==> src/rtl/utf8_to_utf16le_transcoder_defines.svh <==
// Assertion macros shared by the transcoder RTL.
`ifndef UTF8_TO_UTF16LE_TRANSCODER_DEFINES_SVH
`define UTF8_TO_UTF16LE_TRANSCODER_DEFINES_SVH

`ifndef NO_ASSERTIONS

// cond must never hold outside reset
`define U8U16_ASSERT_NEVER(label, clk, rst_n, cond) \
	label: assert property (@(posedge clk) disable iff (!(rst_n)) !(cond)) \
		else $error("assertion failed: condition must never hold");

// ante at an edge requires cons at the same edge
`define U8U16_ASSERT_IMPLY(label, clk, rst_n, ante, cons) \
	label: assert property (@(posedge clk) disable iff (!(rst_n)) (ante) |-> (cons)) \
		else $error("assertion failed: implication violated");

// ante at an edge requires cons at the next edge
`define U8U16_ASSERT_NEXT(label, clk, rst_n, ante, cons) \
	label: assert property (@(posedge clk) disable iff (!(rst_n)) (ante) |=> (cons)) \
		else $error("assertion failed: next-cycle implication violated");

`else

`define U8U16_ASSERT_NEVER(label, clk, rst_n, cond)
`define U8U16_ASSERT_IMPLY(label, clk, rst_n, ante, cons)
`define U8U16_ASSERT_NEXT(label, clk, rst_n, ante, cons)

`endif

`endif

==> src/rtl/u8u16_pkg.sv <==
package u8u16_pkg;

	localparam int unsigned CP_W   = 21;
	localparam int unsigned UNIT_W = 16;

	localparam logic [7:0] LEAD2_MASK = 8'hE0;
	localparam logic [7:0] LEAD2_CODE = 8'hC0;
	localparam logic [7:0] LEAD2_BITS = 8'h1F;
	localparam logic [7:0] LEAD3_MASK = 8'hF0;
	localparam logic [7:0] LEAD3_CODE = 8'hE0;
	localparam logic [7:0] LEAD3_BITS = 8'h0F;
	localparam logic [7:0] LEAD4_MASK = 8'hF8;
	localparam logic [7:0] LEAD4_CODE = 8'hF0;
	localparam logic [7:0] LEAD4_BITS = 8'h07;

	localparam logic [CP_W-1:0]   SUPP_BASE = 21'h10000;
	localparam logic [UNIT_W-1:0] HI_SURR   = 16'hD800;
	localparam logic [UNIT_W-1:0] LO_SURR   = 16'hDC00;

	localparam logic [1:0] PEND_NONE = 2'd0;
	localparam logic [1:0] PEND_ONE  = 2'd1;
	localparam logic [1:0] PEND_TWO  = 2'd2;
	localparam logic [1:0] PEND_THREE = 2'd3;

	// byte positions within a queued code point
	localparam logic [1:0] BYTE_U0_LO = 2'd0;
	localparam logic [1:0] BYTE_U0_HI = 2'd1;
	localparam logic [1:0] BYTE_U1_LO = 2'd2;
	localparam logic [1:0] BYTE_U1_HI = 2'd3;

	typedef struct packed {
		logic [UNIT_W-1:0] unit0;
		logic [UNIT_W-1:0] unit1;
		logic              pair;
		logic              done;
	} cp_entry_t;

	typedef struct packed {
		logic full;
		logic empty;
	} fifo_status_t;

endpackage

==> src/rtl/utf8_to_utf16le_transcoder.sv <==
// UTF-8 to UTF-16LE transcoder.
// Input channel: in_valid / in_stall carry one UTF-8 byte (in_byte) and a
// string_end flag on the last byte of a string; a transfer happens at an edge
// with in_valid high and in_stall low. One byte can be taken every cycle while the queue is not full.
// The decoder front end assembles code points and pushes finished ones
// (already split into one or two UTF-16 units) into a DEPTH-entry queue.
// Output channel: out_valid / out_stall carry out_byte, low byte of each unit
// first, with run_last on the last byte a given input produced and
// string_done on the last byte of a string.
// The byte that completes a code point is pushed into the queue; the entry
// then moves to the serializer's current register, its first byte to the
// output register. The serializer sends one byte per cycle while out_stall is
// low; each code point gives 2 or 4 bytes. When the output is the bottleneck
// the queue fills and in_stall rises. A stalled output holds its byte; the
// front keeps accepting until the queue is full.
// Reset clears the accumulator, empties the queue and clears out_valid; no
// partial sequence survives it.
`include "utf8_to_utf16le_transcoder_defines.svh"

module utf8_to_utf16le_transcoder #(
	parameter int unsigned DEPTH = 4
) (
	input  logic       clk,
	input  logic       arst_n,
	input  logic       in_valid,
	output logic       in_stall,
	input  logic [7:0] in_byte,
	input  logic       string_end,
	output logic       out_valid,
	input  logic       out_stall,
	output logic [7:0] out_byte,
	output logic       run_last,
	output logic       string_done
);
	import u8u16_pkg::*;

	cp_entry_t    push_data;
	cp_entry_t    head;
	fifo_status_t status;
	logic         push;
	logic         pop;

	u8u16_front u_front (
		.clk       (clk),
		.arst_n    (arst_n),
		.in_valid  (in_valid),
		.in_stall  (in_stall),
		.in_byte   (in_byte),
		.string_end(string_end),
		.status    (status),
		.push      (push),
		.push_data (push_data)
	);

	u8u16_fifo #(
		.DEPTH(DEPTH)
	) u_fifo (
		.clk      (clk),
		.arst_n   (arst_n),
		.push     (push),
		.push_data(push_data),
		.pop      (pop),
		.head     (head),
		.status   (status)
	);

	u8u16_back u_back (
		.clk        (clk),
		.arst_n     (arst_n),
		.head       (head),
		.status     (status),
		.pop        (pop),
		.out_valid  (out_valid),
		.out_stall  (out_stall),
		.out_byte   (out_byte),
		.run_last   (run_last),
		.string_done(string_done)
	);

	`U8U16_ASSERT_NEVER(a_no_push_full, clk, arst_n, push && status.full)
	`U8U16_ASSERT_NEVER(a_status_sane, clk, arst_n, status.full && status.empty)
	`U8U16_ASSERT_IMPLY(a_done_is_last, clk, arst_n, out_valid && string_done, run_last)
	`U8U16_ASSERT_NEXT(a_push_fills, clk, arst_n, push && !pop, !status.empty)

endmodule

==> src/rtl/u8u16_front.sv <==
module u8u16_front (
	input  logic                    clk,
	input  logic                    arst_n,
	input  logic                    in_valid,
	output logic                    in_stall,
	input  logic [7:0]              in_byte,
	input  logic                    string_end,
	input  u8u16_pkg::fifo_status_t status,
	output logic                    push,
	output u8u16_pkg::cp_entry_t    push_data
);
	import u8u16_pkg::*;

	logic [CP_W-1:0]   accum_q;
	logic [1:0]        pend_q;
	logic [CP_W-1:0]   accum_next;
	logic [1:0]        pend_next;
	logic              accept;
	logic              emit;
	logic              big;
	logic [CP_W-1:0]   offs;

	assign in_stall = status.full;
	assign accept   = in_valid && !in_stall;

	always_comb begin
		if (pend_q == PEND_NONE) begin
			if ((in_byte & LEAD2_MASK) == LEAD2_CODE) begin
				accum_next = {13'd0, in_byte & LEAD2_BITS};
				pend_next  = PEND_ONE;
			end else if ((in_byte & LEAD3_MASK) == LEAD3_CODE) begin
				accum_next = {13'd0, in_byte & LEAD3_BITS};
				pend_next  = PEND_TWO;
			end else if ((in_byte & LEAD4_MASK) == LEAD4_CODE) begin
				accum_next = {13'd0, in_byte & LEAD4_BITS};
				pend_next  = PEND_THREE;
			end else begin
				accum_next = {13'd0, in_byte};
				pend_next  = PEND_NONE;
			end
		end else begin
			// continuation form is not checked
			accum_next = {accum_q[CP_W-7:0], in_byte[5:0]};
			pend_next  = pend_q - 2'd1;
		end
	end

	assign emit = (pend_next == PEND_NONE) || string_end;
	assign push = accept && emit;

	assign big  = accum_next[CP_W-1:UNIT_W] != '0;
	assign offs = accum_next - SUPP_BASE;

	always_comb begin
		push_data.pair = big;
		push_data.done = string_end;
		if (big) begin
			push_data.unit0 = HI_SURR + {5'd0, offs[CP_W-1:10]};
			push_data.unit1 = LO_SURR + {6'd0, offs[9:0]};
		end else begin
			push_data.unit0 = accum_next[UNIT_W-1:0];
			push_data.unit1 = '0;
		end
	end

	always_ff @(posedge clk or negedge arst_n) begin
		if (!arst_n) begin
			accum_q <= '0;
			pend_q  <= PEND_NONE;
		end else if (accept) begin
			if (emit) begin
				accum_q <= '0;
				pend_q  <= PEND_NONE;
			end else begin
				accum_q <= accum_next;
				pend_q  <= pend_next;
			end
		end
	end

endmodule

==> src/rtl/u8u16_fifo.sv <==
module u8u16_fifo #(
	parameter int unsigned DEPTH = 4
) (
	input  logic                    clk,
	input  logic                    arst_n,
	input  logic                    push,
	input  u8u16_pkg::cp_entry_t    push_data,
	input  logic                    pop,
	output u8u16_pkg::cp_entry_t    head,
	output u8u16_pkg::fifo_status_t status
);
	import u8u16_pkg::*;

	localparam int unsigned PTR_W = (DEPTH > 1) ? $clog2(DEPTH) : 1;
	localparam int unsigned CNT_W = $clog2(DEPTH + 1);
	localparam logic [PTR_W-1:0] LAST_PTR = PTR_W'(DEPTH - 1);
	localparam logic [CNT_W-1:0] FULL_CNT = CNT_W'(DEPTH);

	cp_entry_t         mem_q [DEPTH];
	logic [PTR_W-1:0]  wr_ptr_q;
	logic [PTR_W-1:0]  rd_ptr_q;
	logic [CNT_W-1:0]  count_q;
	logic              do_push;
	logic              do_pop;

	assign status.full  = count_q == FULL_CNT;
	assign status.empty = count_q == '0;
	assign do_push      = push && !status.full;
	assign do_pop       = pop && !status.empty;
	assign head         = mem_q[rd_ptr_q];

	always_ff @(posedge clk) begin
		if (do_push) begin
			mem_q[wr_ptr_q] <= push_data;
		end
	end

	always_ff @(posedge clk or negedge arst_n) begin
		if (!arst_n) begin
			wr_ptr_q <= '0;
			rd_ptr_q <= '0;
			count_q  <= '0;
		end else begin
			if (do_push) begin
				wr_ptr_q <= (wr_ptr_q == LAST_PTR) ? '0 : wr_ptr_q + PTR_W'(1);
			end
			if (do_pop) begin
				rd_ptr_q <= (rd_ptr_q == LAST_PTR) ? '0 : rd_ptr_q + PTR_W'(1);
			end
			if (do_push && !do_pop) begin
				count_q <= count_q + CNT_W'(1);
			end else if (do_pop && !do_push) begin
				count_q <= count_q - CNT_W'(1);
			end
		end
	end

endmodule

==> src/rtl/u8u16_back.sv <==
module u8u16_back (
	input  logic                    clk,
	input  logic                    arst_n,
	input  u8u16_pkg::cp_entry_t    head,
	input  u8u16_pkg::fifo_status_t status,
	output logic                    pop,
	output logic                    out_valid,
	input  logic                    out_stall,
	output logic [7:0]              out_byte,
	output logic                    run_last,
	output logic                    string_done
);
	import u8u16_pkg::*;

	cp_entry_t   cur_q;
	logic        cur_valid_q;
	logic [1:0]  idx_q;
	logic        out_valid_q;
	logic [7:0]  out_byte_q;
	logic        run_last_q;
	logic        string_done_q;
	logic        advance;
	logic        is_last;
	logic [7:0]  sel_byte;

	assign advance = cur_valid_q && (!out_valid_q || !out_stall);
	assign is_last = idx_q == (cur_q.pair ? BYTE_U1_HI : BYTE_U0_HI);
	assign pop     = !status.empty && (!cur_valid_q || (advance && is_last));

	always_comb begin
		case (idx_q)
			BYTE_U0_LO: sel_byte = cur_q.unit0[7:0];
			BYTE_U0_HI: sel_byte = cur_q.unit0[15:8];
			BYTE_U1_LO: sel_byte = cur_q.unit1[7:0];
			BYTE_U1_HI: sel_byte = cur_q.unit1[15:8];
			default:    sel_byte = cur_q.unit0[7:0];
		endcase
	end

	always_ff @(posedge clk) begin
		if (pop) begin
			cur_q <= head;
		end
		if (advance) begin
			out_byte_q    <= sel_byte;
			run_last_q    <= is_last;
			string_done_q <= is_last && cur_q.done;
		end
	end

	always_ff @(posedge clk or negedge arst_n) begin
		if (!arst_n) begin
			cur_valid_q <= 1'b0;
			idx_q       <= BYTE_U0_LO;
			out_valid_q <= 1'b0;
		end else begin
			if (pop) begin
				cur_valid_q <= 1'b1;
				idx_q       <= BYTE_U0_LO;
			end else if (advance) begin
				if (is_last) begin
					cur_valid_q <= 1'b0;
					idx_q       <= BYTE_U0_LO;
				end else begin
					idx_q <= idx_q + 2'd1;
				end
			end
			if (advance) begin
				out_valid_q <= 1'b1;
			end else if (!out_stall) begin
				out_valid_q <= 1'b0;
			end
		end
	end

	assign out_valid   = out_valid_q;
	assign out_byte    = out_byte_q;
	assign run_last    = run_last_q;
	assign string_done = string_done_q;

endmodule

==> config.mk <==
export PLATFORM = sky130hd
export DESIGN_NAME = utf8_to_utf16le_transcoder
export DESIGN_NICKNAME = d
export VERILOG_FILES = /design/src/rtl/u8u16_pkg.sv /design/src/rtl/utf8_to_utf16le_transcoder.sv /design/src/rtl/u8u16_front.sv /design/src/rtl/u8u16_fifo.sv /design/src/rtl/u8u16_back.sv
export VERILOG_INCLUDE_DIRS = /design/src /design/src/rtl
export SDC_FILE = /design/constraint.sdc
export NUM_CORES = 1
export LEC_CHECK = 0
export BUFFER_PORTS_ARGS = -buffer_cell sky130_fd_sc_hd__buf_2
export CAP_MARGIN = 20
export CORE_UTILIZATION = 61
export DETAILED_ROUTE_END_ITERATION = 12
export GPL_ROUTABILITY_DRIVEN = 0
export PLACE_DENSITY = 0.79
export SLEW_MARGIN = 20
export SYNTH_ARGS = -nofsm -noshare
export SYNTH_HDL_FRONTEND = slang
export SYNTH_SLANG_ARGS = --single-unit
export TNS_END_PERCENT = 100
==> constraint.sdc <==
create_clock -name clk -period 4.02 [get_ports clk]
set_clock_uncertainty 0.2 [all_clocks]
set_input_delay 0.804 -clock clk [delete_from_list [all_inputs] [get_ports clk]]
set_output_delay 0.804 -clock clk [all_outputs]
set_load 0.05 [all_outputs]
==> results of run 1 <==
[cells by family (layout without fill, tap and decap cells)]
group,count (synthesis),count (layout)
flops,178,178
simple gates,88,88
compound gates,50,50
mux,41,41
buf+inv,33,77
fa+ha+maj,12,12
xor+xnor,7,7
[how the worst max path moves through the flow]
stage,cells past startpoint,endpoint,from
2_1_floorplan,8,u_fifo.count_q[1],out_stall
3_3_place_gp,10,u_fifo.count_q[2],in_byte[3]
3_5_place_dp,10,u_fifo.count_q[2],in_byte[3]
4_1_cts,7,u_fifo.mem_q[0][27],u_front.pend_q[1]
5_1_grt,7,u_fifo.mem_q[0][27],u_front.pend_q[1]
6_report,7,u_fifo.mem_q[0][27],u_front.pend_q[1]
[cells in the mapped netlist (all sizes together), types with 3 or more instances]
master | count | area, sq um
a21oi | 9 | 48.8
a22o | 4 | 35.0
a22oi | 6 | 45.0
and2 | 9 | 56.3
buf | 12 | 66.3
clkbuf | 7 | 26.3
dfrtp | 28 | 701
edfxtp | 150 | 4500
ha | 11 | 138
inv | 14 | 52.6
mux2 | 10 | 120
mux2i | 3 | 30.0
mux4 | 28 | 631
nand2 | 44 | 165
nand2b | 4 | 32.5
nand3 | 5 | 25.0
nor2 | 15 | 56.3
nor3 | 4 | 20.0
o21ai | 19 | 95.1
xnor2 | 4 | 35.0
xor2 | 3 | 26.3
[layout by cell type, fill, tap and decap left out, types with 5 or more instances in the layout]
master and count:
buf_4 8, a21oi_1 8, ha_1 11, nor2_1 15
dfrtp_1 27, a22oi_1 6, mux4_2 28, buf_2 24
nand2_1 44, bufinv_16 5, o21ai_0 15, nand3_1 5
mux2_2 8, and2_1 9, clkbuf_16 17, inv_1 14
edfxtp_1 150
[state kept, by name, summed over array words and instances, names as in the netlist]
register,count
u_back.out_valid,1
u_back.cur_q,28
u_back.idx_q,2
u_back.string_done,1
u_fifo.wr_ptr_q,2
u_back.run_last,1
u_fifo.count_q,3
u_front.pend_q,2
u_fifo.mem_q,112
u_front.accum_q,15
u_back.out_byte,8
u_fifo.rd_ptr_q,2
u_back.cur_valid_q,1
[metrics by stage]
| stage | utilization [%] | setup WS (ns) | instances | cell area [sq um] |
|---|---|---|---|---|
| 2_1_floorplan | - | 0.674 | 409 | 7090 |
| 3_3_place_gp | 64.8 | 1.13 | 565 | 7370 |
| 3_5_place_dp | 64.8 | 1.04 | 565 | 7370 |
| 4_1_cts | 70.3 | 1.07 | 596 | 7990 |
| 5_1_grt | 70.3 | 0.872 | 596 | 7990 |
| 6_report | 70.3 | 1.04 | 596 | 7990 |
[power by group through the flow]
stage | clock network (mW) | registers [mW] | logic, mW
floorplan | 0 | 2.78 | 0.956
global placement | 0 | 2.73 | 1.32
detailed placement | 0 | 2.75 | 1.35
CTS | 1.76 | 2.72 | 1.37
global route | 1.84 | 2.77 | 1.47
finish | 1.73 | 2.72 | 1.36
[worst reg2reg max path, stage by stage (launching register included)]
cell and delay (ns):
dfrtp_1 0.42, or2_1 0.60, nand2_1 0.21, ha_1 0.32, o21a_1 0.15, inv_1 0.31
a21oi_1 0.09, a31oi_1 0.41
[final cells by class]
| class | count | area [sq um] | area share [%] |
|---|---|---|---|
| sequential | 178 | 5210 | 65.1 |
| multi-input combinational | 198 | 1750 | 21.9 |
| clock buffer | 20 | 437 | 5.46 |
| clock inverter | 11 | 186 | 2.33 |
| timing repair buffer | 32 | 180 | 2.25 |
| tap | 143 | 179 | 2.24 |
| inverter | 14 | 52.6 | 0.658 |
[layer usage]
| metal | vias to the layer above | global-route usage [%] |
|---|---|---|
| met5 | - | 0 |
| met4 | 0 | 8.57 |
| met3 | 10 | 8.30 |
| met2 | 156 | 37.1 |
| met1 | 1877 | 32.1 |
| li1 | 1631 | - |
==> summary.md, run 1 <==
| Metric | Value |
|---|---|
| M1 wire length | `5320 um` |
| Pwr Total | `approximately 5.8 mW` |
| CTS Sinks | `between 150 and 200` |
| Die width | `between 100 and 150 um` |
| Mapped Area | `7090 sq um` |
| Worst skew pair latency | `0.42 ns` |
| Highest metal used | `met4` |
| Gr usage total | `between 20% and 30%` |
| Setup crit start kind | `register` |
| Req. time, crit path | `~4.0 ns` |
| Initial antenna violation count | `0` |
| Period minus WS final | `2.98 ns` |
| Pwr/cell area | `727 nW/um^2` |
| Reg2Reg Depth | `7` |
| Final setup viols | `0` |
| Total net switching power | `1.64 mW` |
| Setup tns final | `0 ns` |
| Least-Margin Pin Slew | `roughly 1.0 ns` |
| CTS tree | `built` |
| Mux contribution to synthesized area | `11.0%` |
| Met2 Routed Length | `6510 um` |
| Post-synth EDFFs | `150` |
| Crit path kind | `reg -> reg` |
| Simple-gate share of the synthesized area | `under 10%` |
| Avg Inst Size Synth | `about 17 sq um` |
| Xor/xnor share of the synthesized area | `less than 1%` |
| Adder-Cell Fraction of Synth Area | `around 2.2%` |
| Sequential share of power | `46.8%` |
| Die Span Y | `roughly 110 um` |
| CP max-delay cell | `or2_1` |
| Postcts setup bufs | `0` |
| Critical Path AT | `2.93 ns` |
| Vias in the first global route | `between 3000 and 4000` |
| Reg2Reg Setup Slack | `around 1.0 ns` |
| DRT antenna net count | `0` |
| Status | `finished, final reports clean` |
| GR Overflow Total | `0` |
| Clock network power share | `between 20% and 30%` |
| CP Buf/Inv Count | `1` |
| Largest family of logic cells by synthesized area | `multiplexers` |
| R2R Path End | `u_fifo.mem_q[0][27]` |
| Share of flip-flops with an asynchronous set or reset | `roughly 16%` |
| Row cnt | `39` |
| Core ar. | `approximately 11000 sq um` |
| Peak supply drop | `0.000411 V` |
| Max Slew Vio Count | `0` |
| Gate Count Post-Synth | `slightly above 400` |
| RR Startpoint | `u_front.pend_q[1]` |
| Fillers | `around 680` |
| Crit-path max FO | `22` |
| Avg WL per Cell | `between 20 and 25 um` |
| DRC | `0` |
| Pint | `between 4 and 5 mW` |
| Hold Crit Class | `in -> async` |
| Port Buf Inserts | `24` |
| Max Clk Rate | `roughly 340 MHz` |
| Predominant post-synthesis flop cell | `edfxtp_1` |
| Max Cap Viol | `0` |
| CP delay by family, top | `simple AND/OR/NAND/NOR gates` |
| Root Buffer | `clkbuf_16` |
| Syn nets | `around 430` |
| Routed via count | `roughly 3700` |
| Warnings, synthesis | `0` |
| Ant. Diodes | `0` |
| Sequential area share after synthesis | `between 70% and 80%` |
| Clock Pin Slew Worst Setup and Hold Paths | `approximately 0.060 ns` |
| Met3 WL | `slightly above 900 um` |
| Layout cells sized above 1 | `approximately 23%` |
| Slew headroom | `between 30% and 40%` |
| DP Wirelength | `between 7000 and 8000 um` |
| Hold WS | `0.230 ns` |
| 1st-pass router iterations | `5` |
| Period utilization | `between 70% and 80%` |
| Layout Nets | `about 470` |
| Compound-Gate Fraction of Synth Area | `between 4 and 5%` |
| Largest net degree at the start of global routing | `33` |
| H-tree Lvls | `4` |
| First-pass GRT wire length | `between 20000 and 25000 um` |
| Max incr delay on CP | `roughly 0.60 ns` |
| Via density | `between 6 and 7` |
| Comb pwr share | `between 20% and 30%` |
| Pleak | `a little under 3 nW` |
| Final Hold Viols | `0` |
| Hold_buf cts | `0` |
| Starting Density | `approximately 62%` |
| CTS Buf Count | `17` |
| # IOs | `25` |
| Die area | `12100 sq um` |
| Switching Share | `around 28%` |
| Synth unique cells | `41` |
| Synthesis-stage register bit count | `about 180` |
| Initial drt markers | `about 300` |
| RSZ-0062 raised after global routing | `false` |
| Crit. End Element | `register` |
| Worst path cell trace | `or2_1, nand2_1, ha_1, o21a_1, inv_1, a21oi_1, a31oi_1` |
| Clk buf depth | `2` |
| Overall routed net length | `approximately 13000 um` |
| Post_cts resized | `0` |
| Area Growth Syn to Fin | `12.7%` |
(Power assumes the default switching activity.)
==> run 2: changes to the inputs <==
--- a/config.mk
+++ b/config.mk
@@ -6,12 +6,13 @@
 export SDC_FILE = /design/constraint.sdc
 export NUM_CORES = 1
 export LEC_CHECK = 0
+export ABC_AREA = 1
 export BUFFER_PORTS_ARGS = -buffer_cell sky130_fd_sc_hd__buf_2
 export CAP_MARGIN = 20
-export CORE_UTILIZATION = 61
+export CORE_UTILIZATION = 55
 export DETAILED_ROUTE_END_ITERATION = 12
 export GPL_ROUTABILITY_DRIVEN = 0
-export PLACE_DENSITY = 0.79
+export PLACE_DENSITY = 0.75
 export SLEW_MARGIN = 20
 export SYNTH_ARGS = -nofsm -noshare
 export SYNTH_HDL_FRONTEND = slang
==> constraint.sdc (replaced) <==
create_clock -name clk -period 2.5 [get_ports clk]
set_clock_uncertainty 0.2 [all_clocks]
set_input_delay 0.5 -clock clk [delete_from_list [all_inputs] [get_ports clk]]
set_output_delay 0.5 -clock clk [all_outputs]
set_load 0.05 [all_outputs]
==> run 2 against run 1 <==
Effect of this change: synthesized area rose by 2.5%; design area is 5.4% higher; sequential cell count stayed put; clock power rose by 66%; largest cell class unchanged.
==> summary.md, run 2 <==
| Metric | Value |
|---|---|
| Status | `finished, final reports clean` |
| DP Area | `approximately 7800 sq um` |
| Starting Density | `56.9%` |
| Avg Inst Size Synth | `about 12 sq um` |
| Routed via count | `around 4600` |
| Pleak | `approximately 3.3 nW` |
| Least-Margin Pin Slew | `between 0.7 and 0.8 ns` |
| Avg WL per Cell | `approximately 17 um` |
| Root Buffer | `clkbuf_16` |
| Register Area | `~5200 sq um` |
| Req. time, crit path | `approximately 2.6 ns` |
| Via density | `roughly 5.5` |
| Finished Cell Area | `~8400 sq um` |
| 1st-pass router iterations | `4` |
| DRC | `0` |
| Warnings, synthesis | `0` |
| Largest net degree at the start of global routing | `57` |
| Mapped Area | `slightly above 7000 sq um` |
| Commonest non-fill, non-tap cell in the layout | `edfxtp_1` |
| Synth area leader | `edfxtp_1` |
| Die width | `about 120 um` |
| Share of flip-flops with an asynchronous set or reset | `approximately 16%` |
| R2R Path End | `u_fifo.count_q[2]` |
| RR Startpoint | `u_front.pend_q[0]` |
| Crit path kind | `reg -> reg` |
| Max reg flops | `between 100 and 150` |
| GR Overflow Total | `0` |
| CTS Buf Count | `17` |
| DP Wirelength | `about 8700 um` |
| Area Growth Syn to Fin | `15.9%` |
| Reg2Reg Setup Slack | `0.15 ns` |
| Top Registers | `u_fifo.mem_q (112), u_back.cur_q (28), u_front.accum_q (15)` |
| Place WS | `-0.0167 ns` |
| Worst setup margin | `~0.15 ns` |
| Slew headroom | `between 50% and 60%` |
| Final core occ | `between 60 and 70%` |
| Max Cap Viol | `0` |
| Worst skew pair latency | `0.43 ns` |
| CTS Sinks | `around 180` |
| Area share of the largest cell type after synthesis | `between 60 and 70%` |
| Crit. Startpoint | `u_front.pend_q[0]` |
| Reg2Reg Depth | `15` |
| Max Clk Rate | `425 MHz` |
| Max Slew Vio Count | `0` |
| Period minus WS final | `roughly 2.4 ns` |
| Fillers | `slightly below 900` |
| Synth unique cells | `34` |
| Multi-input gate area | `around 1800 sq um` |
| Setup crit start kind | `register` |
| Hold Crit Class | `in -> reg` |
| Initial antenna violation count | `0` |
| Gr usage total | `around 22%` |
| Final setup viols | `0` |
| Most frequent cells in the layout | `edfxtp_1 (150), nand2_1 (98), nor2_1 (79), o21ai_0 (74), inv_1 (44)` |
| Synthesis-stage register bit count | `~180` |
| Port Buf Inserts | `24` |
| Predominant post-synthesis flop cell | `edfxtp_1` |
| Peak supply drop | `between 0.0006 and 0.0007 V` |
| Clk buf depth | `2` |
| Sequential area share after synthesis | `71.6%` |
| Final Hold Viols | `0` |
| Vias in the first global route | `between 4000 and 5000` |
| Layout cells sized above 1 | `between 10% and 20%` |
| Syn nets | `approximately 630` |
| Initial drt markers | `~460` |
| Critical Path AT | `2.46 ns` |
| Die area | `13700 sq um` |
| Period utilization | `about 94%` |
| Synth area leaders | `edfxtp_1 (62%), dfrtp_1 (9.6%), nand2_1 (5.2%), o21ai_0 (5.2%), nor2_1 (4.4%)` |
| Ant. Diodes | `0` |
| First-pass GRT wire length | `between 20000 and 25000 um` |
| Pwr/cell area | `1240 nW/um^2` |
| CTS tree | `built` |
| End point of the critical path | `u_fifo.count_q[2]` |
| # IOs | `25` |
| Row cnt | `41` |
| Post-synth EDFFs | `150` |
| Crit. End Element | `register` |
| Top reg by flops | `u_fifo.mem_q` |
| Crit-path max FO | `3` |
| Die Span Y | `about 120 um` |
| Synth cell count leaders | `edfxtp_1 (150), nand2_1 (100), nor2_1 (85)` |
| DRT antenna net count | `0` |
| Layout Nets | `between 600 and 700` |
| Core ar. | `12800 sq um` |
| Clock Pin Slew Worst Setup and Hold Paths | `~0.060 ns` |
| H-tree Lvls | `4` |
| Overall routed net length | `about 14000 um` |
| Top-count cell post-synth | `edfxtp_1` |
| Gate Count Post-Synth | `~610` |
-- run 2: cell count changes after synthesis, moves of 8 or more --
cell	before	now
buf_2	11	3
clkbuf_1	7	19
inv_1	14	45
mux2_2	8	0
mux4_2	28	0
nand2_1	44	100
nand3_1	5	14
nor2_1	15	85
o21ai_0	15	75
o22ai_1	0	30
-- run 2: cell families (layout without fill, tap and decap cells) --
kind of cell	Yosys count	after routing	synth area share (%)
simple gates	213	213	12.2
compound gates	125	125	9.36
xor+xnor	4	4	0.482
fa+ha+maj	12	12	2.17
buf+inv	74	130	4.16
flops	178	178	71.6
-- run 2: metrics by stage --
| step | TNS (ns) | power, mW | cells | hold WS (ns) |
|---|---|---|---|---|
| CTS | 0 | 10.5 | 832 | 0.0873 |
| global route | -0.0155 | 11.0 | 834 | 0.122 |
| detailed placement | -0.0167 | 7.62 | 800 | 0.274 |
| global placement | 0 | 7.50 | 800 | 0.270 |
| floorplan | -0.392 | 6.59 | 606 | 0.00441 |
| finish | 0 | 10.5 | 834 | 0.115 |
-- run 2: critical path, stage by stage, from the launching register on --
cell and delay [ns]:
dfrtp_1 0.43, nor2_4 0.13, nand2_1 0.07, inv_1 0.07, nand2_1 0.07, nand2_1 0.06, nand2_1 0.05, nand2_1 0.09
nand2_2 0.06, inv_1 0.05, ha_1 0.12, inv_1 0.05, fa_1 0.37, a21oi_1 0.14, o21ai_0 0.11, xor2_1 0.15
-- run 2: worst min-delay path by stage --
stage | cells after the start | to | slack, ns | start
floorplan | 0 | u_back.cur_valid_q | 0.004 | arst_n
global placement | 2 | u_front.accum_q[9] | 0.27 | u_front.accum_q[9]
detailed placement | 2 | u_front.accum_q[11] | 0.27 | u_front.accum_q[11]
CTS | 3 | u_back.out_valid | 0.09 | out_stall
global route | 3 | u_back.out_valid | 0.12 | out_stall
finish | 3 | u_back.out_valid | 0.11 | out_stall
-- run 2: where the power goes --
part,total [mW],internal [mW],switching (mW),leakage [nW]
Sequential,4.52,4.26,0.256,1.78
Clock,2.88,1.85,1.03,0.316
Combinational,3.06,0.924,2.13,1.26
Total,10.5,7.04,3.42,3.35
-- run 2: per-layer routing --
metal / wire length (um) / share of wire (%) / global-route usage, % / vias to the layer above
met5: 0 / 0 / 0 / -
met1: 5900 / 43 / 29.1 / 2199
met2: 6960 / 50 / 36.4 / 147
li1: - / - / - / 2200
met4: 245 / 1.8 / 9.62 / 0
met3: 712 / 5.2 / 5.15 / 24
-- run 2: layout make-up --
class,instances,share of cell area (%)
clock buffers,18,5.09
clock inverters,13,2.55
inverters,48,2.17
multi-input cells,354,21.3
flip-flops and latches,178,61.8
well taps,172,2.55
repair buffers,51,4.60
-- run 2: what timing repair did --
action | 4_1_cts | 5_1_grt
endpoints found under the setup margin | 0 | 6
hold endpoints to repair | 28 | 0
resized for setup | 0 | 4
hold buffers | 1 | 0
setup buffers | 0 | 2
